==> config.mk <==
export PLATFORM = sky130hd
export DESIGN_NAME = aws_scale_mul
export DESIGN_NICKNAME = d
export VERILOG_FILES = /design/src/sv/aws_pkg.sv /design/src/sv/aws_scale_mul.sv
export SDC_FILE = /design/constraint.sdc
export NUM_CORES = 2
export LEC_CHECK = 0
export ABC_AREA = 1
export BUFFER_PORTS_ARGS = -buffer_cell sky130_fd_sc_hd__buf_2
export CORE_ASPECT_RATIO = 0.6
export CORE_MARGIN = 3
export CORE_UTILIZATION = 25
export CTS_BUF_LIST = sky130_fd_sc_hd__clkbuf_4 sky130_fd_sc_hd__clkbuf_8
export CTS_CLUSTER_DIAMETER = 150
export DETAILED_ROUTE_END_ITERATION = 8
export SLEW_MARGIN = 20
export SYNTH_ARGS = -nofsm -noshare
export SYNTH_HDL_FRONTEND = slang
export SYNTH_SLANG_ARGS = --single-unit
export TNS_END_PERCENT = 1
==> constraint.sdc <==
create_clock -name i_clk -period 15.45 [get_ports i_clk]
set_input_delay 2.3175 -clock i_clk [delete_from_list [all_inputs] [get_ports i_clk]]
set_output_delay 2.3175 -clock i_clk [all_outputs]
set_load 0.02 [all_outputs]
==> src/sv/aws_pkg.sv <==
// ============================================================================
// aws_pkg: shared types and constants of the area-weighted entry sampler
// Holds the request and status codes, the controller state type and the
// fixed field widths used by the datapath units and the top level.
// ============================================================================
package aws_pkg;

    // Fixed widths of the transaction fields.
    localparam int REQ_W        = 2;
    localparam int STAT_W       = 2;
    localparam int IDX_OUT_W    = 8;
    localparam int CNT_OUT_W    = 9;
    localparam int U_BITS       = 32;
    localparam int IN_AREA_BITS = 32;

    // The scaling multiplier consumes the total in chunks of this many bits.
    localparam int CHUNK_BITS = 16;

    // The remap divider produces this many quotient bits, one per cycle.
    localparam int Q_BITS = 32;
    localparam int QCW    = $clog2(Q_BITS);

    typedef logic [REQ_W-1:0]  t_req;
    typedef logic [STAT_W-1:0] t_status;

    // Request kinds.
    localparam t_req REQ_CLEAR  = 2'd0;
    localparam t_req REQ_APPEND = 2'd1;
    localparam t_req REQ_SAMPLE = 2'd2;

    // Result status codes.
    localparam t_status STAT_OK        = 2'd0;
    localparam t_status STAT_FULL      = 2'd1;
    localparam t_status STAT_EMPTY     = 2'd2;
    localparam t_status STAT_ZERO_AREA = 2'd3;

    // Controller states.
    typedef enum logic [2:0] {
        ST_IDLE,
        ST_MUL,
        ST_SRCH_RD,
        ST_SRCH_CMP,
        ST_CHECK,
        ST_DIV,
        ST_EMIT
    } t_state;

endpackage

==> src/sv/aws_scale_mul.sv <==
// ============================================================================
// aws_scale_mul: scales a Q0.32 value by the total area
// Computes floor(u * total / 2^32) with one 32x16 partial product per cycle,
// accumulated most significant chunk first.
// ============================================================================
module aws_scale_mul #(
    parameter int PW = 40
) (
    input  logic                        i_clk,
    input  logic                        i_rst_n,
    input  logic                        i_start,
    input  logic [aws_pkg::U_BITS-1:0]  i_u,
    input  logic [PW-1:0]               i_total,
    output logic                        o_done,
    output logic [PW-1:0]               o_scaled
);
    import aws_pkg::*;

    localparam int NCH = (PW + CHUNK_BITS - 1) / CHUNK_BITS;
    localparam int TP  = NCH * CHUNK_BITS;
    localparam int ACW = U_BITS + TP;
    localparam int PRW = U_BITS + CHUNK_BITS;
    localparam int KW  = (NCH > 1) ? $clog2(NCH) : 1;

    logic              r_issue;
    logic              r_pv;
    logic              r_done;
    logic [KW-1:0]     r_k;
    logic [U_BITS-1:0] r_u;
    logic [TP-1:0]     r_tot;
    logic [PRW-1:0]    r_prod;
    logic [ACW-1:0]    r_acc;
    logic [ACW-1:0]    n_acc;

    // Horner step: shift the running sum by one chunk and add the product.
    assign n_acc = (r_acc << CHUNK_BITS) + ACW'(r_prod);

    // Sequencing of chunk issue, product valid and completion.
    always_ff @(posedge i_clk) begin
        if (!i_rst_n) begin
            r_issue <= 1'b0;
            r_pv    <= 1'b0;
            r_done  <= 1'b0;
        end else begin
            r_done <= 1'b0;
            if (i_start) begin
                r_issue <= 1'b1;
                r_pv    <= 1'b0;
            end else begin
                r_pv <= r_issue;
                if (r_issue && (r_k == '0)) begin
                    r_issue <= 1'b0;
                end
                if (r_pv && !r_issue) begin
                    r_done <= 1'b1;
                end
            end
        end
    end

    // Operands, partial product and accumulator.
    always_ff @(posedge i_clk) begin
        if (i_start) begin
            r_u   <= i_u;
            r_tot <= TP'(i_total);
            r_k   <= KW'(NCH - 1);
            r_acc <= '0;
        end else begin
            if (r_issue) begin
                r_prod <= PRW'(r_u) * PRW'(r_tot[r_k*CHUNK_BITS +: CHUNK_BITS]);
                if (r_k != '0) begin
                    r_k <= r_k - KW'(1);
                end
            end
            if (r_pv) begin
                r_acc <= n_acc;
            end
        end
    end

    assign o_done   = r_done;
    assign o_scaled = r_acc[U_BITS +: PW];

endmodule

==> impl_metrics.json <==
{
  "status": "complete, no violations",
  "cts_resized": 0,
  "skew_ns": 0.0257,
  "drtPass1Iterations": 8,
  "critPathArrivalTime_ns": 7.89,
  "synth_cell_types": 45,
  "path_class": "flip-flop to flip-flop",
  "slew_viol_final": 0,
  "path_buf_inv": 8,
  "track_usage_pct": 15.9,
  "syn-cell-area_um2": 27500,
  "min_period_ns": 7.53,
  "synth_top_area_share_pct": 30.5,
  "die_w_um": 435,
  "via_count": 22932,
  "synth_area_leaders": "fa_1 30%, edfxtp_1 13%, nand2_1 12%",
  "wl_um": 88800,
  "avgSynthCellArea_um2": 7.60,
  "worstSkewPairLatency_ns": 0.62,
  "dieHeight_um": 263,
  "gp_congestion": 0.967,
  "nNetsFinal": 4293,
  "hold_buffers": 0,
  "seq_area_um2": 5150,
  "synth_warnings": 0,
  "wire_per_inst_um": 17.3,
  "multiInputGateArea_um2": 18500,
  "area_growth_pct": 8.50,
  "drt_iter0_drc": 2305,
  "path_delay_family": "adder cells",
  "drive_gt1_share_pct": 7.00,
  "grt_pass1_wl_um": 139000,
  "start_kind": "flip-flop",
  "rr_worst_depth": 26,
  "dpl.cell_count": 5099,
  "io_pins": 116,
  "num_rows": 93,
  "setup_viol": 0,
  "antenna_found_initial": 3,
  "die-area_um2": 114000,
  "post_cts_buffers": 0,
  "htreeDepth": 4,
  "clock_sinks": 197,
  "yosys.area.top_type": "fa_1",
  "clockBufferDepth": 2,
  "overflow": 0,
  "core_um2": 108000,
  "crit_start": "r_k[1]",
  "yosysSeqAreaShare_pct": 18.7,
  "maxCapViolCount": 0,
  "finalNonFillerCells": 5133,
  "rsz0062_at_grt": "no",
  "r2r_start": "r_k[1]",
  "grt_pass1_vias": 23066,
  "worstPathMaxFanout": 29,
  "cp.depth": 26,
  "fill_cells": 11771,
  "viasPerCell": 4.47,
  "ant_nets": 0,
  "cpMaxStageDelayCell": "dfxtp_1",
  "hold_class": "flip-flop to flip-flop",
  "fmaxAchievable_mhz": 133,
  "drc": 0,
  "grt_max_degree": 73,
  "syn_inst": 3626,
  "max-slew-margin-rel_pct": 28.8,
  "portBuffers": 115,
  "cp_slowest_stage_delay_ns": 0.77,
  "crit_path_end_kind": "flip-flop",
  "setup_tns_ns": 0,
  "worst_slew_pin_slew_ns": 1.07,
  "cts_tree": "yes",
  "hold_viol": 0,
  "cp.required_ns": 15.81,
  "root_buffer": "clkbuf_8",
  "hold_start": "r_prod[7]",
  "clk_pin_slew_ns": 0.12,
  "synth_nets": 4273,
  "cts_made_buffers": 17,
  "whs_path_depth": 2,
  "synth_seq_cells": 197,
  "period_share_pct": 48.7,
  "dp_hpwl_um": 74300,
  "start_util_pct": 25.4
}
flip-flops by register name, indices dropped and copies added (netlist names):
| signal | cells |
|---|---|
| o_done | 1 |
| r_acc | 72 |
| r_issue | 1 |
| r_k | 2 |
| r_prod | 48 |
| r_pv | 1 |
| r_tot | 40 |
| r_u | 32 |
layer usage:
| metal | global-route usage, % | up-vias | share of wire (%) |
|---|---|---|---|
| met2 | 20.9 | 1041 | 37 |
| met1 | 24.7 | 11090 | 50 |
| li1 | - | 10732 | - |
| met5 | 0 | - | 0.015 |
| met4 | 2.49 | 2 | 0.98 |
| met3 | 5.90 | 67 | 12 |
logic make-up (layout without fill, tap and decap cells):
group,count (synthesis),count (layout),synth area share [%]
simple gates,1600,1600,23.7
buf+inv,975,1008,14.1
fa+ha+maj,572,572,37.4
compound gates,229,229,4.47
flops,197,197,18.7
xor+xnor,53,53,1.69
other cells,0,2,0
synth_stat cells, drive strengths merged:
cell,count
o21bai,11
edfxtp,120
xor2,41
and3,1
o21ai,98
xnor2,12
dlygate4sd1,1
nor4,3
fa,419
nand3,128
nand4,26
nor3,28
nor2,494
o211ai,3
nand2,913
nand2b,1
ha,153
a21boi,5
a21oi,105
and2,4
o21a,4
dfxtp,77
or2,2
a21o,3
buf,83
inv,836
clkbuf,51
clkinv,4
worst min-delay path, delay by kind of cell, from the launching register on:
family        cells  cell delay (ns)
flops             1             0.35
simple gates      2             0.12
layout make-up:
class,instances,area share [%]
Sequential cell,197,17.2
Clock buffer,17,0.783
Timing Repair Buffer,136,2.47
Clock inverter,15,0.762
Multi-Input combinational cell,2454,62.0
Antenna cell,2,0.0167
Inverter,840,10.5
Tap cell,1472,6.16
metrics by stage:
stage	hold slack (ns)	cell area (um2)	utilization, %	worst slack (ns)
after CTS	0.495	29900	27.6	8.01
after global routing	0.517	29900	27.6	7.48
after detailed placement	0.473	29400	27.2	8.03
after global placement	0.463	29400	27.2	8.10
final	0.491	29900	27.6	7.92
after floorplan	0.399	27500	-	9.58
cells in the final DEF, fill, tap and decap left out, types with 2 or more instances in the layout:
| cell | netlist | routed |
|---|---|---|
| edfxtp_1 | 120 | 120 |
| clkinv_1 | 4 | 4 |
| nand4_1 | 25 | 25 |
| nor3_2 | 5 | 5 |
| nor2_2 | 27 | 27 |
| nor2_1 | 465 | 464 |
| a21boi_0 | 4 | 4 |
| nor3_4 | 3 | 3 |
| o211ai_1 | 3 | 3 |
| nor2_4 | 2 | 3 |
| nand3_1 | 121 | 121 |
| clkinv_8 | 0 | 4 |
| o21a_1 | 4 | 4 |
| nor3_1 | 20 | 20 |
| inv_1 | 819 | 818 |
| and2_1 | 3 | 3 |
| a21o_1 | 3 | 3 |
| clkbuf_8 | 0 | 17 |
| buf_2 | 32 | 114 |
| a21oi_1 | 105 | 105 |
| nand3_2 | 7 | 7 |
| nand2_1 | 898 | 898 |
| diode_2 | 0 | 2 |
| xnor2_1 | 12 | 12 |
| o21bai_1 | 11 | 11 |
| o21ai_0 | 85 | 85 |
| o21ai_1 | 9 | 8 |
| dfxtp_1 | 77 | 76 |
| ha_1 | 153 | 153 |
| buf_4 | 45 | 21 |
| inv_8 | 0 | 6 |
| xor2_1 | 41 | 41 |
| fa_1 | 419 | 419 |
| inv_2 | 17 | 18 |
| nand2_2 | 15 | 15 |
| nor4_1 | 2 | 2 |
| inv_12 | 0 | 4 |
| o21ai_2 | 4 | 4 |
worst paths after layout:
check                                  end  slack, ns
worst min register to register    r_acc[7]       0.49
worst max register to register  r_prod[46]       7.92
worst max-delay path            r_prod[46]       7.92
worst min-delay path              r_acc[7]       0.49
Power is left out: the tool's default activity adds up to more than one toggle a clock period on the data nets, which glitch-free logic cannot reach.
