===== config.mk =====
export PLATFORM = sky130hd
export DESIGN_NAME = aws_divider
export DESIGN_NICKNAME = d
export VERILOG_FILES = /design/src/sv/aws_pkg.sv /design/src/sv/aws_divider.sv
export SDC_FILE = /design/constraint.sdc
export NUM_CORES = 1
export LEC_CHECK = 0
export CAP_MARGIN = 20
export CORE_ASPECT_RATIO = 0.7
export CORE_MARGIN = 5
export CORE_UTILIZATION = 49
export CTS_BUF_LIST = sky130_fd_sc_hd__clkbuf_4 sky130_fd_sc_hd__clkbuf_8 sky130_fd_sc_hd__clkbuf_16
export CTS_CLUSTER_SIZE = 20
export DETAILED_ROUTE_END_ITERATION = 6
export DONT_BUFFER_PORTS = 1
export HOLD_SLACK_MARGIN = 0.05
export PLACE_DENSITY_LB_ADDON = 0.3
export SKIP_LAST_GASP = 1
export SYNTH_ARGS = -nofsm -noshare
export SYNTH_HDL_FRONTEND = slang
export SYNTH_SLANG_ARGS = --single-unit

===== constraint.sdc =====
create_clock -name i_clk -period 6 [get_ports i_clk]
set_input_delay 0.6 -clock i_clk [delete_from_list [all_inputs] [get_ports i_clk]]
set_output_delay 0.6 -clock i_clk [all_outputs]
set_load 0.01 [all_outputs]

===== src/sv/aws_pkg.sv =====
// ============================================================================
// aws_pkg: shared types and constants of the area-weighted entry sampler
// Holds the request and status codes, the controller state type and the
// fixed field widths used by the datapath units and the top level.
// ============================================================================
package aws_pkg;

    // Fixed widths of the transaction fields.
    localparam int REQ_W        = 2;
    localparam int STAT_W       = 2;
    localparam int IDX_OUT_W    = 8;
    localparam int CNT_OUT_W    = 9;
    localparam int U_BITS       = 32;
    localparam int IN_AREA_BITS = 32;

    // The scaling multiplier consumes the total in chunks of this many bits.
    localparam int CHUNK_BITS = 16;

    // The remap divider produces this many quotient bits, one per cycle.
    localparam int Q_BITS = 32;
    localparam int QCW    = $clog2(Q_BITS);

    typedef logic [REQ_W-1:0]  t_req;
    typedef logic [STAT_W-1:0] t_status;

    // Request kinds.
    localparam t_req REQ_CLEAR  = 2'd0;
    localparam t_req REQ_APPEND = 2'd1;
    localparam t_req REQ_SAMPLE = 2'd2;

    // Result status codes.
    localparam t_status STAT_OK        = 2'd0;
    localparam t_status STAT_FULL      = 2'd1;
    localparam t_status STAT_EMPTY     = 2'd2;
    localparam t_status STAT_ZERO_AREA = 2'd3;

    // Controller states.
    typedef enum logic [2:0] {
        ST_IDLE,
        ST_MUL,
        ST_SRCH_RD,
        ST_SRCH_CMP,
        ST_CHECK,
        ST_DIV,
        ST_EMIT
    } t_state;

endpackage


===== src/sv/aws_divider.sv =====
// ============================================================================
// aws_divider: remap divider
// Restoring division giving floor(num * 2^32 / den) for num below den, one
// quotient bit per cycle.
// ============================================================================
module aws_divider #(
    parameter int PW = 40
) (
    input  logic                       i_clk,
    input  logic                       i_rst_n,
    input  logic                       i_start,
    input  logic [PW-1:0]              i_num,
    input  logic [PW-1:0]              i_den,
    output logic                       o_done,
    output logic [aws_pkg::Q_BITS-1:0] o_quot
);
    import aws_pkg::*;

    logic              r_busy;
    logic              r_done;
    logic [QCW-1:0]    r_step;
    logic [PW-1:0]     r_rem;
    logic [PW-1:0]     r_den;
    logic [Q_BITS-1:0] r_quot;
    logic [PW:0]       shifted;
    logic [PW:0]       diff;
    logic              ge;

    // One restoring step: shift in a zero and try to subtract the divisor.
    assign shifted = {r_rem, 1'b0};
    assign diff    = shifted - {1'b0, r_den};
    assign ge      = (shifted >= {1'b0, r_den});

    // Busy flag and completion pulse.
    always_ff @(posedge i_clk) begin
        if (!i_rst_n) begin
            r_busy <= 1'b0;
            r_done <= 1'b0;
        end else begin
            r_done <= 1'b0;
            if (i_start) begin
                r_busy <= 1'b1;
            end else if (r_busy && (r_step == QCW'(Q_BITS - 1))) begin
                r_busy <= 1'b0;
                r_done <= 1'b1;
            end
        end
    end

    // Partial remainder, divisor and quotient.
    always_ff @(posedge i_clk) begin
        if (i_start) begin
            r_rem  <= i_num;
            r_den  <= i_den;
            r_quot <= '0;
            r_step <= '0;
        end else if (r_busy) begin
            r_rem  <= ge ? diff[PW-1:0] : shifted[PW-1:0];
            r_quot <= {r_quot[Q_BITS-2:0], ge};
            r_step <= r_step + QCW'(1);
        end
    end

    assign o_done = r_done;
    assign o_quot = r_quot;

endmodule


==> flow_metrics.py, run 1 <==
metrics = {
    "run_status": {
        "status": "finished, final reports clean",
    },
    "clocking": {
        "h-tree-depth": 4,
        "cts_hold_buf": 0,
        "clk_pin_slew_ns": 0.07,
        "post-cts-setup-buffers": 0,
        "cts_resized": 0,
        "cts_tree": "done",
        "clock-sinks": 119,
        "numCtsBuffers": 17,
        "clock_latency_ns": 0.42,
        "cts_buffer_depth": 2,
        "cts_root_buf": "clkbuf_16",
    },
    "synthesis": {
        "synth_compound_area_share_pct": 16.8,
        "ys_warn_count": 0,
        "syn_area_um2": 7010,
        "synth-async-reset-ratio_pct": 0,
        "synth_top_area_share_pct": 34.3,
        "synth_top_family_by_area": "compound AO/OA/AOI/OAI gates",
        "yosysMostFrequentCell": "nor2_1",
        "dominantRegCellSynth": "edfxtp_1",
        "synth_seq_cells": 119,
        "synth-edff-count": 80,
        "syn_nets": 865,
        "synth_xor_area_share_pct": 4.00,
        "muxShareOfSynthArea_pct": 5.32,
        "syn_inst": 739,
        "yosys.area.top_type": "edfxtp_1",
        "avgSynthCellArea_um2": 9.49,
        "seq_area_frac_synth_pct": 45.4,
        "yosys.area_share.simple_pct": 15.7,
        "synthTopCellsByCount": "94 x nor2_1, 80 x edfxtp_1, 76 x nand2_1",
        "ys_types": 63,
        "synth.top_cells.by_area": "edfxtp_1 34%, dfxtp_1 11%, ha_1 7.5%, nor2_1 5.0%, mux2i_1 5.0%",
        "synthAdderAreaFrac_pct": 7.78,
    },
    "layout": {
        "antenna_cells": 0,
        "final_util_pct": 55.3,
        "fin_cells": 928,
        "drive_gt1_share_pct": 6.23,
        "area_growth_pct": 10.1,
        "nets": 851,
    },
    "pwr": {
        "power.leakage_uw": 0.00320,
        "ir_drop_uv": 232,
        "powerDensity_nw_per_um2": 478,
    },
    "global_route": {
        "first_global_vias": 5377,
        "grt_pass1_wl_um": 28500,
        "grt_usage_pct": 21.6,
        "grt_max_degree": 109,
        "antenna_found_initial": 0,
        "grt_overflow": 0,
    },
    "sta": {
        "layout_min_cycle_time_ns": 3.85,
        "fin_crit_sh_pct": 64.2,
        "skew_ns": 0.0141,
        "worst_pin_slew_ns": 1.10,
        "drv_slew": 0,
        "setup_tns_ns": 0,
        "rsz0062_at_grt": "false",
        "max_slew_margin_pct": 27.0,
        "clock.fmax_mhz": 260,
        "final_hold_viol_count": 0,
        "finalSetupViolations": 0,
        "holdWs_ns": 0.268,
    },
    "floorplanning": {
        "dieArea_um2": 16800,
        "die_w_um": 153,
        "pin_count": 116,
        "core-area_um2": 14000,
        "dieHeight_um": 110,
        "start_util_pct": 50.2,
        "rows": 36,
    },
    "place": {
        "dp_hpwl_um": 12500,
        "place.gp.congestion": 0.959,
        "dp_cells": 895,
        "port_buffers": 0,
    },
    "critical_path": {
        "slowest_stage": "or2_2",
        "cp_max_fo": 43,
        "critPathRequiredTime_ns": 6.16,
        "worstSetupStartpointType": "flip-flop",
        "critPathTopFamily": "simple AND/OR/NAND/NOR gates",
        "crit_path_end_kind": "flip-flop",
        "crit_buf_inv": 0,
        "cp_slowest_stage_delay_ns": 0.83,
        "critPathKind": "reg -> reg",
        "cp.arrival_ns": 4.02,
        "cp_cell_sequence": "ha_1, a21oi_1, o21ai_0, a211o_1, o2bb2ai_1, nor3_1, or2_2, nor2_1, a221o_1",
    },
    "drt": {
        "routed_wl_um": 18000,
        "routedWlPerCell_um": 19.3,
        "drt_first_iter_violations": 440,
        "vias": 5498,
        "first_pass_iters": 5,
        "postRouteAntennaNets": 0,
        "vias_per_cell": 5.92,
        "drcViolationCount": 0,
    },
    "worst_hold_path": {
        "hold_path.class": "in -> reg",
    },
    "flow_run": {
        "maxCapViolations": 0,
    },
}
[sequential cells by signal, summed over array words and instances, names as in the netlist]
name and cells:
o_done 1, o_quot 32, r_busy 1, r_den 40, r_rem 40, r_step 5
[through the flow]
| stage | cell area [um2] | power (uW) | setup WS, ns |
|---|---|---|---|
| 6_report | 7720 | 3690 | 2.15 |
| 5_1_grt | 7720 | 3930 | 1.93 |
| 3_3_place_gp | 7120 | 2640 | 2.31 |
| 3_5_place_dp | 7120 | 2660 | 2.20 |
| 4_1_cts | 7700 | 3680 | 2.20 |
| 2_1_floorplan | 7010 | 2330 | 3.10 |
[logic make-up after synthesis]
logic type,after synthesis
simple gates,245
flops,119
compound gates,175
buf+inv,88
fa+ha+maj,43
xor+xnor,32
mux,37
[per-layer routing]
layer / up-vias / share of wire, % / GRT usage [%]
met3: 20 / 8.7 / 7.65
met1: 2590 / 48 / 31.3
met2: 232 / 42 / 30.4
met4: 0 / 1.2 / 6.04
li1: 2656 / - / -
met5: - / 0 / 0
[area by class of cell]
type / instances / area, um2
clock inverter: 12 / 101
inverter: 53 / 199
clock buffer: 20 / 483
tap: 190 / 238
fill: 1279 / 6240
timing repair buffer: 2 / 27.5
sequential: 119 / 3180
multi-input combinational: 532 / 3490
[layout by cell type, fill, tap and decap left out, types with 6 or more instances in the layout]
| cell type | Yosys | routed |
|---|---|---|
| a2bb2oi_1 | 6 | 6 |
| nor3_1 | 14 | 14 |
| mux2i_1 | 35 | 35 |
| o21bai_1 | 6 | 6 |
| a211oi_1 | 6 | 6 |
| edfxtp_1 | 80 | 80 |
| a31oi_1 | 21 | 21 |
| nand4_1 | 11 | 11 |
| xnor2_1 | 20 | 20 |
| clkbuf_16 | 0 | 19 |
| ha_1 | 42 | 42 |
| o21ai_0 | 26 | 26 |
| a21oi_1 | 49 | 49 |
| inv_6 | 0 | 6 |
| dfxtp_1 | 39 | 38 |
| nor2_1 | 94 | 93 |
| a21o_1 | 16 | 16 |
| xor2_1 | 12 | 12 |
| nand2_1 | 76 | 76 |
| nand3_1 | 8 | 8 |
| and3_1 | 10 | 10 |
| inv_1 | 52 | 52 |
[final timing paths]
check	from	slack (ns)	cells after the start	end
worst min register to register	r_step[4]	0.50	2	r_step[4]
worst max-delay path	r_rem[19]	2.15	9	r_rem[37]
worst min-delay path	i_den[21]	0.27	0	r_den[21]
worst max register to register	r_rem[19]	2.15	9	r_rem[37]
[power by group]
part / internal (uW) / total [uW] / switching (uW)
Sequential: 1050 / 1130 / 78.0
Clock: 594 / 1000 / 410
Combinational: 591 / 1560 / 972
Total: 2230 / 3690 / 1460
Power figures use the tool's default switching activity.
==> run 2: changes to the inputs <==
--- a/config.mk
+++ b/config.mk
@@ -5,6 +5,7 @@
 export SDC_FILE = /design/constraint.sdc
 export NUM_CORES = 1
 export LEC_CHECK = 0
+export ABC_AREA = 1
 export CAP_MARGIN = 20
 export CORE_ASPECT_RATIO = 0.7
 export CORE_MARGIN = 5
==> constraint.sdc (replaced) <==
create_clock -name i_clk -period 3.12 [get_ports i_clk]
set_input_delay 0.312 -clock i_clk [delete_from_list [all_inputs] [get_ports i_clk]]
set_output_delay 0.312 -clock i_clk [all_outputs]
set_load 0.01 [all_outputs]
==> flow_metrics.py, run 2 <==
metrics = {
    "flow_run": {
        "maxCapViolations": 0,
    },
    "critical_path": {
        "crit_path_end_kind": "flip-flop",
        "reg2reg_slack_ns": 0.32,
        "critPathTopFamily": "simple AND/OR/NAND/NOR gates",
        "slowest_stage": "edfxtp_1",
        "cp_max_fo": 17,
        "cp.arrival_ns": 2.98,
        "cp_cell_sequence": "ha_1, nand2_1, inv_1, nand2_1, nand2_1, inv_1, nand3_2, nand2_1, nand3_2, nand2_4, buf_4, nand3b_1, nand3_1, nand2_1",
        "cpMostUsedCell": "nand2_1",
        "worstSetupStartpointType": "flip-flop",
        "critPathRequiredTime_ns": 3.30,
        "timing.rr.start": "r_rem[7]",
        "critPathKind": "reg -> reg",
        "cp_slowest_stage_delay_ns": 0.40,
        "worstRegToRegCells": 14,
        "rr_endpoint": "r_rem[17]",
        "crit_buf_inv": 3,
    },
    "pwr": {
        "power_switching_share_pct": 39.5,
        "p_clk_share_pct": 29.6,
        "switchingPower_uw": 2550,
        "pwr-share-comb_pct": 39.5,
        "ir_drop_uv": 346,
        "pwr-share-seq_pct": 30.9,
        "p_int_uw": 3910,
        "powerDensity_nw_per_um2": 690,
        "power.leakage_uw": 0.00461,
    },
    "worst_hold_path": {
        "hold_path.class": "in -> reg",
        "min_to": "r_rem[29]",
        "hold_path_startpoint": "i_num[29]",
        "hold_depth": 2,
    },
    "synthesis": {
        "yosys.area.top_type": "edfxtp_1",
        "syn_inst": 1153,
        "avgSynthCellArea_um2": 7.02,
        "seq_area_frac_synth_pct": 39.3,
        "yosys.area_share.simple_pct": 32.4,
        "synth.top_cells.by_area": "edfxtp_1 30%, nand2_1 19%, inv_1 10%, dfxtp_1 9.6%, ha_1 6.5%",
        "synth_seq_cells": 119,
        "synth-async-reset-ratio_pct": 0,
        "yosysMostFrequentCell": "nand2_1",
        "synthTopCellsByCount": "405 x nand2_1, 223 x inv_1, 81 x nor2_1",
        "synth_xor_area_share_pct": 2.38,
        "synth_top_family_by_area": "simple AND/OR/NAND/NOR gates",
        "ys_warn_count": 0,
        "synthAdderAreaFrac_pct": 6.74,
        "dominantRegCellSynth": "edfxtp_1",
        "syn_nets": 1279,
        "synth-edff-count": 80,
        "synth_compound_area_share_pct": 6.49,
        "syn_area_um2": 8100,
        "muxShareOfSynthArea_pct": 0,
        "synth_top_area_share_pct": 29.7,
        "ys_types": 37,
    },
    "sta": {
        "final_hold_viol_count": 0,
        "finalSetupViolations": 0,
        "rsz0062_at_grt": "false",
        "layout_min_cycle_time_ns": 2.80,
        "max_slew_margin_pct": 43.5,
        "setup_tns_ns": 0,
        "worst_pin_slew_ns": 0.847,
        "fin_crit_sh_pct": 89.7,
        "clock.fmax_mhz": 357,
        "skew_ns": 0.0115,
        "drv_slew": 0,
    },
    "drt": {
        "drt_first_iter_violations": 731,
        "drcViolationCount": 0,
        "first_pass_iters": 5,
        "vias_per_cell": 5.06,
        "routedWlPerCell_um": 16.1,
        "routed_wl_um": 23200,
        "vias": 7264,
        "postRouteAntennaNets": 0,
    },
    "floorplanning": {
        "pin_count": 116,
        "start_util_pct": 49.8,
        "rows": 39,
        "dieArea_um2": 19200,
        "die_w_um": 164,
        "dieHeight_um": 118,
        "core-area_um2": 16200,
    },
    "place": {
        "dp_hpwl_um": 17200,
        "place.gp.congestion": 0.999,
        "port_buffers": 0,
    },
    "global_route": {
        "antenna_found_initial": 0,
        "grt_overflow": 0,
        "first_global_vias": 6895,
        "grt_usage_pct": 24.6,
        "grt_pass1_wl_um": 37000,
        "grt_max_degree": 72,
    },
    "clocking": {
        "cts_root_buf": "clkbuf_16",
        "h-tree-depth": 4,
        "cts_hold_buf": 45,
        "clk_pin_slew_ns": 0.06,
        "post-cts-setup-buffers": 0,
        "clock-sinks": 119,
        "numCtsBuffers": 17,
        "cts_tree": "done",
        "clock_latency_ns": 0.43,
        "cts_resized": 0,
        "cts_buffer_depth": 2,
    },
    "layout": {
        "area_growth_pct": 15.5,
        "nets": 1324,
        "antenna_cells": 0,
        "drive_gt1_share_pct": 5.28,
        "mostFrequentLayoutCell": "nand2_1",
        "final_util_pct": 57.6,
        "final_cell_mix": "405 x nand2_1, 222 x inv_1, 81 x nor2_1",
    },
    "run_status": {
        "status": "finished, final reports clean",
    },
}
==> run 2: changes by cell type after synthesis, sizes merged, moves of 17 or more <==
cell,previous run,this run
nand3b,1,26
mux2i,35,0
a31oi,21,1
a21oi,49,32
nand2,77,410
o22ai,1,30
inv,52,225
nand3,8,82
==> run 2: worst max-delay path by stage <==
stage	start	to	cells after the start
6_report	r_rem[7]	r_rem[17]	14
4_1_cts	r_rem[7]	r_rem[17]	14
3_3_place_gp	r_rem[6]	r_rem[17]	14
3_5_place_dp	r_rem[6]	r_rem[17]	14
5_1_grt	r_rem[6]	r_rem[17]	14
2_1_floorplan	r_busy	r_rem[0]	4
==> run 2: logic make-up (layout without fill, tap and decap cells) <==
family / Yosys count / after routing
xor gates and xnor gates: 22 / 22
buffers and inverters: 258 / 316
DFF: 119 / 119
and+or+nand+nor: 618 / 618
AOI/OAI and AO/OA: 93 / 93
adders and majority gates: 43 / 43
==> run 2: area by class of cell <==
cell class                      count  area [um2]
Sequential cell                   119        3180
Tap cell                          225         282
Clock buffer                       19         464
Clock inverter                     13         106
Multi-Input combinational cell    776        3890
Timing Repair Buffer               54         573
Fill cell                        1559        6890
Inverter                          230         863
==> run 2: layer usage <==
metal	vias up	global-route usage (%)	wire length [um]
li1	3701	-	-
met5	-	0	0
met2	265	32.8	8860
met1	3280	39.8	12100
met3	18	5.78	2060
met4	0	4.98	189
==> run 2: power by group through the flow <==
| stage | logic (uW) | clock network, uW | registers [uW] |
|---|---|---|---|
| after floorplan | 1860 | 0 | 2000 |
| after global routing | 2860 | 2030 | 2010 |
| after global placement | 2400 | 0 | 2010 |
| after detailed placement | 2410 | 0 | 2020 |
| final | 2550 | 1910 | 1990 |
| after CTS | 2500 | 1950 | 1990 |
==> run 2: stage by stage <==
stage                     hold slack (ns)  instances  power [uW]  setup WS [ns]  area (um2)
after detailed placement            0.411       1359        4430          0.440        8320
after floorplan                     0.411       1153        3860          0.621        8100
after global routing               0.0586       1436        6900          0.180        9360
after global placement              0.411       1359        4410          0.451        8320
final                              0.0706       1436        6460          0.321        9360
after CTS                          0.0511       1436        6430          0.414        9360
==> run 3: changes to the inputs <==
--- a/config.mk
+++ b/config.mk
@@ -15,6 +15,7 @@
 export DETAILED_ROUTE_END_ITERATION = 6
 export DONT_BUFFER_PORTS = 1
 export HOLD_SLACK_MARGIN = 0.05
+export MAX_ROUTING_LAYER = met4
 export PLACE_DENSITY_LB_ADDON = 0.3
 export SKIP_LAST_GASP = 1
 export SYNTH_ARGS = -nofsm -noshare
==> flow_metrics.py, run 3 (synthesized netlist as in run 2, its figures left out) <==
metrics = {
    "clocking": {
        "cts_buffer_depth": 2,
        "clock_latency_ns": 0.43,
        "clock-sinks": 119,
        "clk_pin_slew_ns": 0.06,
        "numCtsBuffers": 17,
        "cts_root_buf": "clkbuf_16",
        "cts_resized": 0,
        "cts_tree": "done",
        "h-tree-depth": 4,
    },
    "critical_path": {
        "cp.arrival_ns": 3.00,
        "reg2reg_slack_ns": 0.30,
        "worstRegToRegCells": 14,
        "cp_slowest_stage_delay_ns": 0.38,
        "crit_buf_inv": 2,
        "critPathKind": "reg -> reg",
        "critPathTopFamily": "simple AND/OR/NAND/NOR gates",
        "cpMostUsedCell": "nand2_1",
        "cp_max_fo": 20,
        "worstSetupStartpointType": "flip-flop",
        "rr_endpoint": "r_rem[39]",
        "timing.rr.start": "r_rem[27]",
        "cp_cell_sequence": "ha_1, a21oi_1, nand2_1, nand2_1, nand2_1, nand2_1, nand3_2, nor2_4, buf_4, nand3_1, nand2_1, clkinv_1, nand2_1, nand2_1",
        "slowest_stage": "edfxtp_1",
        "critPathRequiredTime_ns": 3.30,
        "crit_path_end_kind": "flip-flop",
    },
    "global_route": {
        "grt_usage_pct": 25.0,
        "antenna_found_initial": 0,
        "grt_max_degree": 72,
        "grt_overflow": 0,
        "first_global_vias": 6791,
        "grt_pass1_wl_um": 36700,
    },
    "layout": {
        "mostFrequentLayoutCell": "nand2_1",
        "final_cell_mix": "405 x nand2_1, 222 x inv_1, 81 x nor2_1",
        "drive_gt1_share_pct": 5.14,
        "antenna_cells": 0,
        "area_growth_pct": 15.1,
        "nets": 1319,
        "finalInstanceArea_um2": 9320,
        "fillers": 1548,
    },
    "drt": {
        "first_pass_iters": 5,
        "routed_wl_um": 23000,
        "vias": 7207,
        "postRouteAntennaNets": 0,
        "vias_per_cell": 5.04,
        "drt_first_iter_violations": 798,
        "drcViolationCount": 0,
        "routedWlPerCell_um": 16.1,
    },
    "sta": {
        "skew_ns": 0.00923,
        "drv_slew": 0,
        "clock.fmax_mhz": 355,
        "final_hold_viol_count": 0,
        "finalSetupViolations": 0,
        "max_slew_margin_pct": 32.4,
        "fin_crit_sh_pct": 90.3,
        "rsz0062_at_grt": "false",
        "layout_min_cycle_time_ns": 2.82,
        "setup_tns_ns": 0,
        "worst_pin_slew_ns": 1.01,
    },
    "floorplanning": {
        "die_w_um": 164,
        "pin_count": 116,
        "start_util_pct": 49.8,
        "dieHeight_um": 118,
        "rows": 39,
        "dieArea_um2": 19200,
        "core-area_um2": 16200,
    },
    "worst_hold_path": {
        "hold_path.class": "in -> reg",
        "hold_depth": 2,
        "min_to": "r_rem[22]",
        "hold_path_startpoint": "i_start",
    },
    "place": {
        "dp_hpwl_um": 17200,
        "place.gp.congestion": 0.967,
        "port_buffers": 0,
        "placed_area_um2": 8300,
    },
    "pwr": {
        "powerDensity_nw_per_um2": 693,
        "fin_total_pwr_uw": 6460,
        "ir_drop_uv": 389,
        "power.leakage_uw": 0.00459,
    },
    "run_status": {
        "status": "finished, final reports clean",
    },
    "flow_run": {
        "maxCapViolations": 0,
    },
}
-- run 3: cell types whose count changed in the layout (fill, tap and decap cells not counted) --
cell	before	now
dlygate4sd3_1	44	41
clkbuf_16	18	17
clkbuf_8	1	0
inv_4	4	1
inv_8	1	6
clkinv_8	0	1
buf_4	6	4
inv_6	5	4
-- run 3: cell type report --
| type | count | area (um2) | area share [%] |
|---|---|---|---|
| clock buffer | 17 | 425 | 4.56 |
| clock inverter | 15 | 151 | 1.62 |
| inverter | 230 | 863 | 9.26 |
| multi-input combinational | 776 | 3890 | 41.7 |
| sequential | 119 | 3180 | 34.2 |
| tap | 225 | 282 | 3.02 |
| timing repair buffer | 49 | 528 | 5.67 |
-- run 3: worst max path at each step --
| stage | startpoint | depth (start not counted) | endpoint | slack [ns] |
|---|---|---|---|---|
| floorplan | r_busy | 4 | r_rem[0] | 0.62 |
| global placement | r_rem[27] | 14 | r_rem[35] | 0.42 |
| detailed placement | r_rem[27] | 14 | r_rem[39] | 0.42 |
| CTS | r_rem[27] | 14 | r_rem[39] | 0.39 |
| global route | r_rem[27] | 14 | r_rem[39] | 0.11 |
| finish | r_rem[27] | 14 | r_rem[39] | 0.30 |
-- run 3: timing repair --
item                      CTS  global route
hold buffers               42             0
buffers inserted            0             0
hold endpoints to repair   83             0
-- run 3: metrics by stage --
stage	utilization (%)	hold WS [ns]	std cells	setup WS (ns)
after global routing	57.3	0.0549	1431	0.110
final	57.3	0.0661	1431	0.304
after CTS	57.3	0.0544	1431	0.388
after floorplan	-	0.411	1153	0.621
after global placement	51.1	0.411	1357	0.421
after detailed placement	51.1	0.411	1357	0.424
-- run 3: power by group --
part	internal [uW]	switching, uW
sequential	1910	85.4
combinational	895	1640
clock	1070	863
-- run 3: routing by layer --
metal	up-vias	part of all wire [%]	track usage, %
met5	-	0	-
met4	0	0.82	5.13
met3	15	8.6	5.11
met2	269	37	31.8
met1	3232	53	40.2
li1	3691	-	-
